[src/design/msd_div.sv]
// Restoring unsigned divider that retires one quotient bit per cycle.
`timescale 1ns / 1ps
module msd_div #(
   parameter int NUM_W = 48,
   parameter int DEN_W = 10
) (
   input  logic             clock,
   input  logic             reset,
   input  logic             start,
   input  logic [NUM_W-1:0] numer,
   input  logic [DEN_W-1:0] denom,
   output logic             done,
   output logic [NUM_W-1:0] quot
);

   localparam int STEP_W = $clog2(NUM_W + 1);

   logic              busy_ff;
   logic              done_ff;
   logic [STEP_W-1:0] step_ff;
   logic [NUM_W-1:0]  quo_ff;
   logic [NUM_W-1:0]  quo_in;
   logic [DEN_W-1:0]  rem_ff;
   logic [DEN_W-1:0]  rem_in;
   logic [DEN_W-1:0]  den_ff;
   logic [DEN_W:0]    rem_shift;
   logic [DEN_W:0]    rem_diff;
   logic              fits;

   always_comb begin
      rem_shift = {rem_ff, quo_ff[NUM_W-1]};
      rem_diff  = rem_shift - {1'b0, den_ff};
      fits      = !rem_diff[DEN_W];
      rem_in    = fits ? rem_diff[DEN_W-1:0] : rem_shift[DEN_W-1:0];
      quo_in    = {quo_ff[NUM_W-2:0], fits};
   end

   always_ff @(posedge clock) begin
      if (reset) begin
         busy_ff <= 1'b0;
         done_ff <= 1'b0;
      end else begin
         done_ff <= 1'b0;
         if (start) begin
            busy_ff <= 1'b1;
         end else if (busy_ff && step_ff == STEP_W'(1)) begin
            busy_ff <= 1'b0;
            done_ff <= 1'b1;
         end
      end
   end

   always_ff @(posedge clock) begin
      if (start) begin
         step_ff <= STEP_W'(NUM_W);
         quo_ff  <= numer;
         rem_ff  <= '0;
         den_ff  <= denom;
      end else if (busy_ff) begin
         step_ff <= step_ff - STEP_W'(1);
         quo_ff  <= quo_in;
         rem_ff  <= rem_in;
      end
   end

   assign done = done_ff;
   assign quot = quo_ff;

endmodule

[config.mk]
export PLATFORM = sky130hd
export DESIGN_NAME = msd_div
export DESIGN_NICKNAME = d
export VERILOG_FILES = /design/src/design/msd_div.sv
export SDC_FILE = /design/constraint.sdc
export NUM_CORES = 1
export LEC_CHECK = 0
export BUFFER_PORTS_ARGS = -buffer_cell sky130_fd_sc_hd__buf_2
export CAP_MARGIN = 10
export CORE_ASPECT_RATIO = 1.75
export CORE_MARGIN = 2
export CORE_UTILIZATION = 42
export DETAILED_ROUTE_END_ITERATION = 10
export PLACE_DENSITY_LB_ADDON = 0.12
export SYNTH_ARGS = -nofsm -noshare
export SYNTH_HDL_FRONTEND = slang
export SYNTH_SLANG_ARGS = --single-unit
[constraint.sdc]
create_clock -name clock -period 2.9 [get_ports clock]
set_clock_uncertainty 0.05 [all_clocks]
set_input_delay 0.435 -clock clock [delete_from_list [all_inputs] [get_ports clock]]
set_output_delay 0.435 -clock clock [all_outputs]
set_load 0.02 [all_outputs]
[After elaboration in Yosys (flattened, before gate mapping)]
Cells that the tools add are included.
Word-level totals
  bits in registers: 76
  input port bits: 61
  output and inout bits: 49
  word-level logic and storage cells: 20
Cells by class
  add/subtract/negate cells: 2
  equality and inequality tests: 1
  muxes and demuxes: 6
  reduce and logical (&&, ||, !) cells: 5
Operators by type and width (number)
  48-bit two-way mux: 2
  11-bit by 10-bit subtractor with 11-bit output: 1
  10-bit two-way mux: 1
  6-bit by 1-bit equality test with 1-bit output (second input constant): 1
  6-bit by 1-bit subtractor with 6-bit output (second input constant): 1
  2-bit nonzero test: 2
  1-bit two-way mux: 3
  2-bit OR reduction: 1
  1-bit logical AND: 1
  1-bit zero test: 1

[Longest topological paths before layout]
Gate-level depths: netlist (run 1).
  depth after elaboration: 4
  mapped depth: 11
  gate-level depth less buffers: 10

[Worst setup path after synthesis (run 1)]
Ideal clock, no wire load.
  path type: register to register
  start point: register quo_ff[47] (netlist: quot[47])
  end point: register quo_ff[0] (netlist: quot[0]), data pin
  setup time: 0.260 ns
  data arrival time: 2.270 ns
  required time: 2.590 ns
  setup slack: 0.320 ns
  stages on the path, launching flop included: 11
  path buffers: 1
  period minus slack after synthesis: 2.580 ns
  cells stage by stage: edfxtp_1 -> inv_1 -> ha_1 -> inv_1 -> fa_1 -> a21o_1 -> a211oi_1 -> a221o_2 -> xnor2_4 -> buf_6 -> mux2_2
On the way
  cells in the longest elaborated chain, start to end: 4
Ends and longest elaborated chain
  from (decl): line 21  | logic [NUM_W-1:0] quo_ff;
  from (signal assigned): line 56  | quo_ff <= numer;
  from (signal assigned): line 61  | quo_ff <= quo_in;
  11-bit by 10-bit subtractor with 11-bit output: line 32  | rem_diff = rem_shift - {1'b0, den_ff};
  1-bit zero test: line 33  | fits = !rem_diff[DEN_W];
  48-bit two-way mux: line 59  | end else if (busy_ff) begin
  48-bit two-way mux: line 54  | if (start) begin
Every way passes these cells. The select of a mux whose other input is x is not followed.
A chain may end at the register's enable or synchronous reset.

[Worst setup path after layout (run 1)]
Ends and elaborated chain as after synthesis.

==> flow_summary.yaml, run 1 <==
placed_design:
  io_buffer_count: 109
  placed_area_mm2: 0.00433
  place_hpwl_um: 5740
  gp_congestion: 0.805
  placedCellCount: 491
pwr:
  power_w: 0.00296
  power_density_mw_per_mm2: 641
  irDropWorstVdd_mv: 0.378
  power_leakage_nw: 1.91
setup_path:
  crit_path_start_kind: "register"
  r2r-start: "quot[47]"
  crit_fanout: 16
  cp_slowest_cell: "fa_1"
  crit_type: "reg -> reg"
  cp_cell_sequence: "inv_1 > ha_1 > inv_1 > fa_1 > a21o_1 > a211oi_1 > a221o_2 > xnor2_4 > mux2_2"
  critPathRequiredTime_ps: 2930
  crit_arrival_ps: 2650
  worstRegToRegCells: 9
  cp_slowest_stage_delay_ps: 400
  cpMostUsedCell: "inv_1"
  rrSetupSlack_ps: 280
  worstSetupStartpoint: "quot[47]"
  r2r_end: "quot[0]"
  endpoint: "quot[0]"
  cp-end-kind: "register"
route:
  vias_per_cell: 5.00
  wire_per_inst_um: 15.2
  route.detailed.drc: 0
  first_pass_iters: 4
  drt_iter0_markers: 91
  wirelength_um: 7710
  vias: 2537
  ant_nets: 0
synth:
  synth-xor-area-share: 0.0339
  netlist_instances: 271
  async_reset_ff_frac: 0
  seq_area_frac_synth: 0.576
  synth.avg_cell_area_um2: 13.5
  netlist.area_leader.share: 0.477
  synth_common_cells: "58 x edfxtp_1, 48 x mux2_2, 18 x dfxtp_1"
  synth-edff-count: 58
  synth_top_family_by_area: "multiplexers"
  synthTopCellsByArea: "edfxtp_1 48%, mux2_2 15%, dfxtp_1 9.9%, ha_1 4.1%, nor2_1 1.7%"
  yosysTopAreaCell: "edfxtp_1"
  synth_fa_ha_area_frac: 0.0466
  ys_types: 43
  syn_area_mm2: 0.00365
  synth_compound_area_frac: 0.0778
  yosysMostFrequentCell: "edfxtp_1"
  muxShareOfSynthArea: 0.162
  synth_nets: 345
  synth-seq-cells: 76
  ys_warn_count: 0
  ys.flop_type: "edfxtp_1"
  synthSimpleGateAreaFrac: 0.0716
timing:
  rsz0062_at_grt: "no"
  setup_viol: 0
  min_period_ps: 2620
  max_slew_margin: 0.556
  fin_tns_setup_ps: 0
  maxSlewViolCount: 0
  finalHoldViolCount: 0
  fmax_ghz: 0.382
  worst_pin_slew_ps: 649
  final.period_utilization: 0.904
  worst_hold_slack_ps: 221
cts:
  cts_root_buf: "clkbuf_16"
  numCtsBuffers: 9
  clk_path_buf_depth: 2
  clk_latency_ps: 330
  cts_resized: 0
  cts_tree: "done"
  path_clk_slew_ps: 60
  cts.sink_count: 76
  cts_hold_buffers: 0
  postCtsSetupBuffers: 0
  cts-htree-levels: 3
die:
  rows: 45
  design.core.area_mm2: 0.00856
  die_x_um: 74.5
  die_h_um: 127
  start_util: 0.427
  ios: 110
  dieArea_mm2: 0.00949
global_route:
  first_global_vias: 2653
  grt-ovfl-total: 0
  grt_pass1_wl_um: 12200
  grt_max_degree: 29
  antenna_found_initial: 0
  grt_usage: 0.171
cells_and_area:
  design_area_mm2: 0.00462
  diodes: 0
  num-nets-final: 459
  layout-drive-gt1-share: 0.474
  area_growth_pct: 26.6
  instances_no_fill: 507
run_status:
  outcome: "complete, no violations"
run:
  max_cap_viol_count: 0
worst_hold_path:
  hold_class: "in -> reg"
==> metrics by stage <==
stage | setup slack [ps] | utilization
after CTS | 255 | 0.540
after global routing | 75.3 | 0.540
after global placement | 358 | 0.506
after detailed placement | 286 | 0.506
after floorplan | 320 | -
final | 279 | 0.540
==> worst max-delay path: cells and delay by family (launching register included) <==
kind	cells	cell delay, ps
buf+inv	2	150
flops	1	390
mux	1	310
fa+ha+maj	2	560
compound gates	3	720
xor+xnor	1	170
==> worst min-delay path by stage <==
stage,startpoint,endpoint,slack [ps],cells after the start
6_report,reset,busy_ff,220,2
5_1_grt,denom[8],den_ff[8],210,1
4_1_cts,denom[8],den_ff[8],210,1
3_5_place_dp,step_ff[5],step_ff[5],440,2
3_3_place_gp,step_ff[5],step_ff[5],430,2
2_1_floorplan,step_ff[5],step_ff[5],410,2
==> cell usage in the layout, fill, tap and decap left out, drive strengths merged, types with 2 or more instances in the layout <==
master and count:
a211oi 7, nand2b 4, dfxtp 18, o311ai 2, and3 2, o21ai 2
nor2b 2, and2 2, inv 16, a31oi 3, clkinv 3, mux2 48
nand2 11, clkbuf 11, o21a 2, xor2 5, xnor2 7, a2111oi 2
o211ai 3, a21o 3, and4 2, a21oi 7, nor3 5, mux2i 5
ha 12, nor2 17, edfxtp 58, buf 115, nand3 4
==> layout make-up <==
type                            instances  area [um^2]
Clock buffer                           11          243
Clock inverter                          5         51.3
Fill cell                             786         3940
Inverter                               16         60.1
Multi-Input combinational cell        167         1430
Sequential cell                        76         2100
Tap cell                              117          146
Timing Repair Buffer                  115          591
==> report_power, final <==
part | internal (W) | total [W] | switching [W]
clock network | 0.000683 | 0.00110 | 0.000413
logic | 0.000227 | 0.000511 | 0.000284
registers | 0.00130 | 0.00135 | 0.0000578
==> layer usage <==
layer	global-route usage	vias up	share of wire
met4	0.0987	0	0.031
met3	0.0489	15	0.063
li1	-	1235	-
met5	0	-	0
met2	0.285	84	0.52
met1	0.189	1203	0.38
==> flip-flops by register name (all words and copies together), names as in the netlist <==
register and flops:
busy_ff 1, den_ff 10, done 1, quot 48, rem_ff 10, step_ff 6
==> kinds of logic (layout without fill, tap and decap cells) <==
| logic type | Yosys count | after routing |
|---|---|---|
| AND/OR/NAND/NOR | 53 | 53 |
| AO/OA/AOI/OAI | 36 | 36 |
| XOR/XNOR | 12 | 12 |
| adder cells (fa/ha/maj) | 13 | 13 |
| multiplexers | 53 | 53 |
| flip-flops | 76 | 76 |
| buffers and inverters | 28 | 147 |
(Power assumes the default switching activity.)
==> run 2: changes to the inputs <==
--- a/config.mk
+++ b/config.mk
@@ -5,12 +5,12 @@
 export SDC_FILE = /design/constraint.sdc
 export NUM_CORES = 1
 export LEC_CHECK = 0
-export BUFFER_PORTS_ARGS = -buffer_cell sky130_fd_sc_hd__buf_2
 export CAP_MARGIN = 10
 export CORE_ASPECT_RATIO = 1.75
 export CORE_MARGIN = 2
 export CORE_UTILIZATION = 42
 export DETAILED_ROUTE_END_ITERATION = 10
+export DONT_BUFFER_PORTS = 1
 export PLACE_DENSITY_LB_ADDON = 0.12
 export SYNTH_ARGS = -nofsm -noshare
 export SYNTH_HDL_FRONTEND = slang
==> flow_summary.yaml, run 2 (synthesis gave the netlist of run 1 again) <==
run_status:
  outcome: "complete, no violations"
global_route:
  grt_pass1_wl_um: 11000
  grt-ovfl-total: 0
  grt_max_degree: 75
  antenna_found_initial: 0
  grt_usage: 0.156
  first_global_vias: 2237
timing:
  finalHoldViolCount: 0
  fmax_ghz: 0.379
  min_period_ps: 2640
  rsz0062_at_grt: "no"
  setup_viol: 0
  worst_hold_slack_ps: 121
  worst_pin_slew_ps: 679
  final.period_utilization: 0.909
  maxSlewViolCount: 0
  fin_tns_setup_ps: 0
  worst_slack_ps: 264
  max_slew_margin: 0.536
cts:
  cts_root_buf: "clkbuf_16"
  clk_path_buf_depth: 2
  cts_tree: "done"
  cts-htree-levels: 3
  postCtsSetupBuffers: 0
  path_clk_slew_ps: 60
  numCtsBuffers: 9
  cts_resized: 0
  clk_latency_ps: 330
  cts_hold_buffers: 0
  cts.sink_count: 76
die:
  die_x_um: 74.5
  die_h_um: 127
  design.core.area_mm2: 0.00856
  dieArea_mm2: 0.00949
  start_util: 0.427
  ios: 110
  rows: 45
cells_and_area:
  diodes: 0
  n_fill_cell: 802
  utilization: 0.477
  largest_reg_flops: 48
  final_common_cell: "edfxtp_1"
  layout-drive-gt1-share: 0.264
  num-nets-final: 346
  final_cell_mix: "58 x edfxtp_1, 48 x mux2_2, 18 x dfxtp_1"
  area_growth_pct: 11.8
setup_path:
  rrSetupSlack_ps: 260
  worstRegToRegCells: 10
  r2r-start: "quot[47]"
  crit_arrival_ps: 2820
  crit_fanout: 16
  endpoint: "rem_ff[6]"
  cp-end-kind: "register"
  r2r_end: "rem_ff[6]"
  critPathRequiredTime_ps: 3080
  worstSetupStartpoint: "quot[47]"
  crit_path_start_kind: "register"
  crit_type: "reg -> reg"
route:
  route.detailed.drc: 0
  wire_per_inst_um: 17.9
  wirelength_um: 7060
  vias_per_cell: 5.29
  ant_nets: 0
  drt_iter0_markers: 163
  first_pass_iters: 4
  vias: 2083
pwr:
  power_density_mw_per_mm2: 718
  irDropWorstVdd_mv: 0.545
  pwr-share-seq: 0.498
  pwr-share-clk: 0.401
  p_sw_frac: 0.249
  combPwrFrac: 0.101
  power.internal_w: 0.00220
  power_leakage_nw: 1.47
  p_sw_w: 0.000729
placed_design:
  gp_congestion: 0.781
  place_hpwl_um: 4850
  io_buffer_count: 0
  preCtsSetupSlack_ps: 297
worst_hold_path:
  hold_class: "in -> reg"
run:
  max_cap_viol_count: 0
## run 2: area by class of cell
class | count | area (um^2) | share of cell area
Clock inverter | 7 | 91.3 | 0.0224
Clock buffer | 9 | 225 | 0.0552
Tap cell | 117 | 146 | 0.0359
Sequential cell | 76 | 2100 | 0.515
Timing Repair Buffer | 2 | 27.5 | 0.00674
Multi-Input combinational cell | 167 | 1430 | 0.350
Inverter | 16 | 60.1 | 0.0147
## run 2: critical path: stages, from the launching register on
cell and delay (ps):
edfxtp_1 390, inv_1 90, ha_1 160, inv_1 50
fa_1 400, a21o_1 210, a211oi_1 250, a221o_2 260
xnor2_4 250, mux2i_1 150, a211oi_1 270
## run 2: worst min-delay path by stage
stage | start | to | slack (ps) | depth (start not counted)
2_1_floorplan | step_ff[5] | step_ff[5] | 410 | 2
3_3_place_gp | step_ff[0] | step_ff[0] | 420 | 2
3_5_place_dp | step_ff[5] | step_ff[5] | 430 | 2
4_1_cts | reset | busy_ff | 110 | 1
5_1_grt | reset | busy_ff | 110 | 1
6_report | reset | busy_ff | 120 | 1
## run 2: per-layer routing
layer	track usage	share of wire	up-vias
met3	0.0694	0.071	7
li1	-	-	1004
met4	0.0620	0.014	0
met2	0.260	0.53	70
met5	0	0	-
met1	0.170	0.38	1002
## run 2: power by group through the flow
| stage | Combinational [W] | Clock, W | Sequential (W) |
|---|---|---|---|
| floorplan | 0.000264 | 0 | 0.00146 |
| global placement | 0.000294 | 0 | 0.00149 |
| detailed placement | 0.000296 | 0 | 0.00148 |
| CTS | 0.000298 | 0.00120 | 0.00146 |
| global route | 0.000327 | 0.00124 | 0.00147 |
| finish | 0.000295 | 0.00118 | 0.00146 |
## run 2: through the flow
| step | cell area (um^2) | std cells | power [W] |
|---|---|---|---|
| 3_5_place_dp | 3770 | 378 | 0.00178 |
| 5_1_grt | 4080 | 394 | 0.00304 |
| 6_report | 4080 | 394 | 0.00293 |
| 4_1_cts | 4080 | 394 | 0.00297 |
| 3_3_place_gp | 3770 | 378 | 0.00178 |
| 2_1_floorplan | 3650 | 271 | 0.00172 |
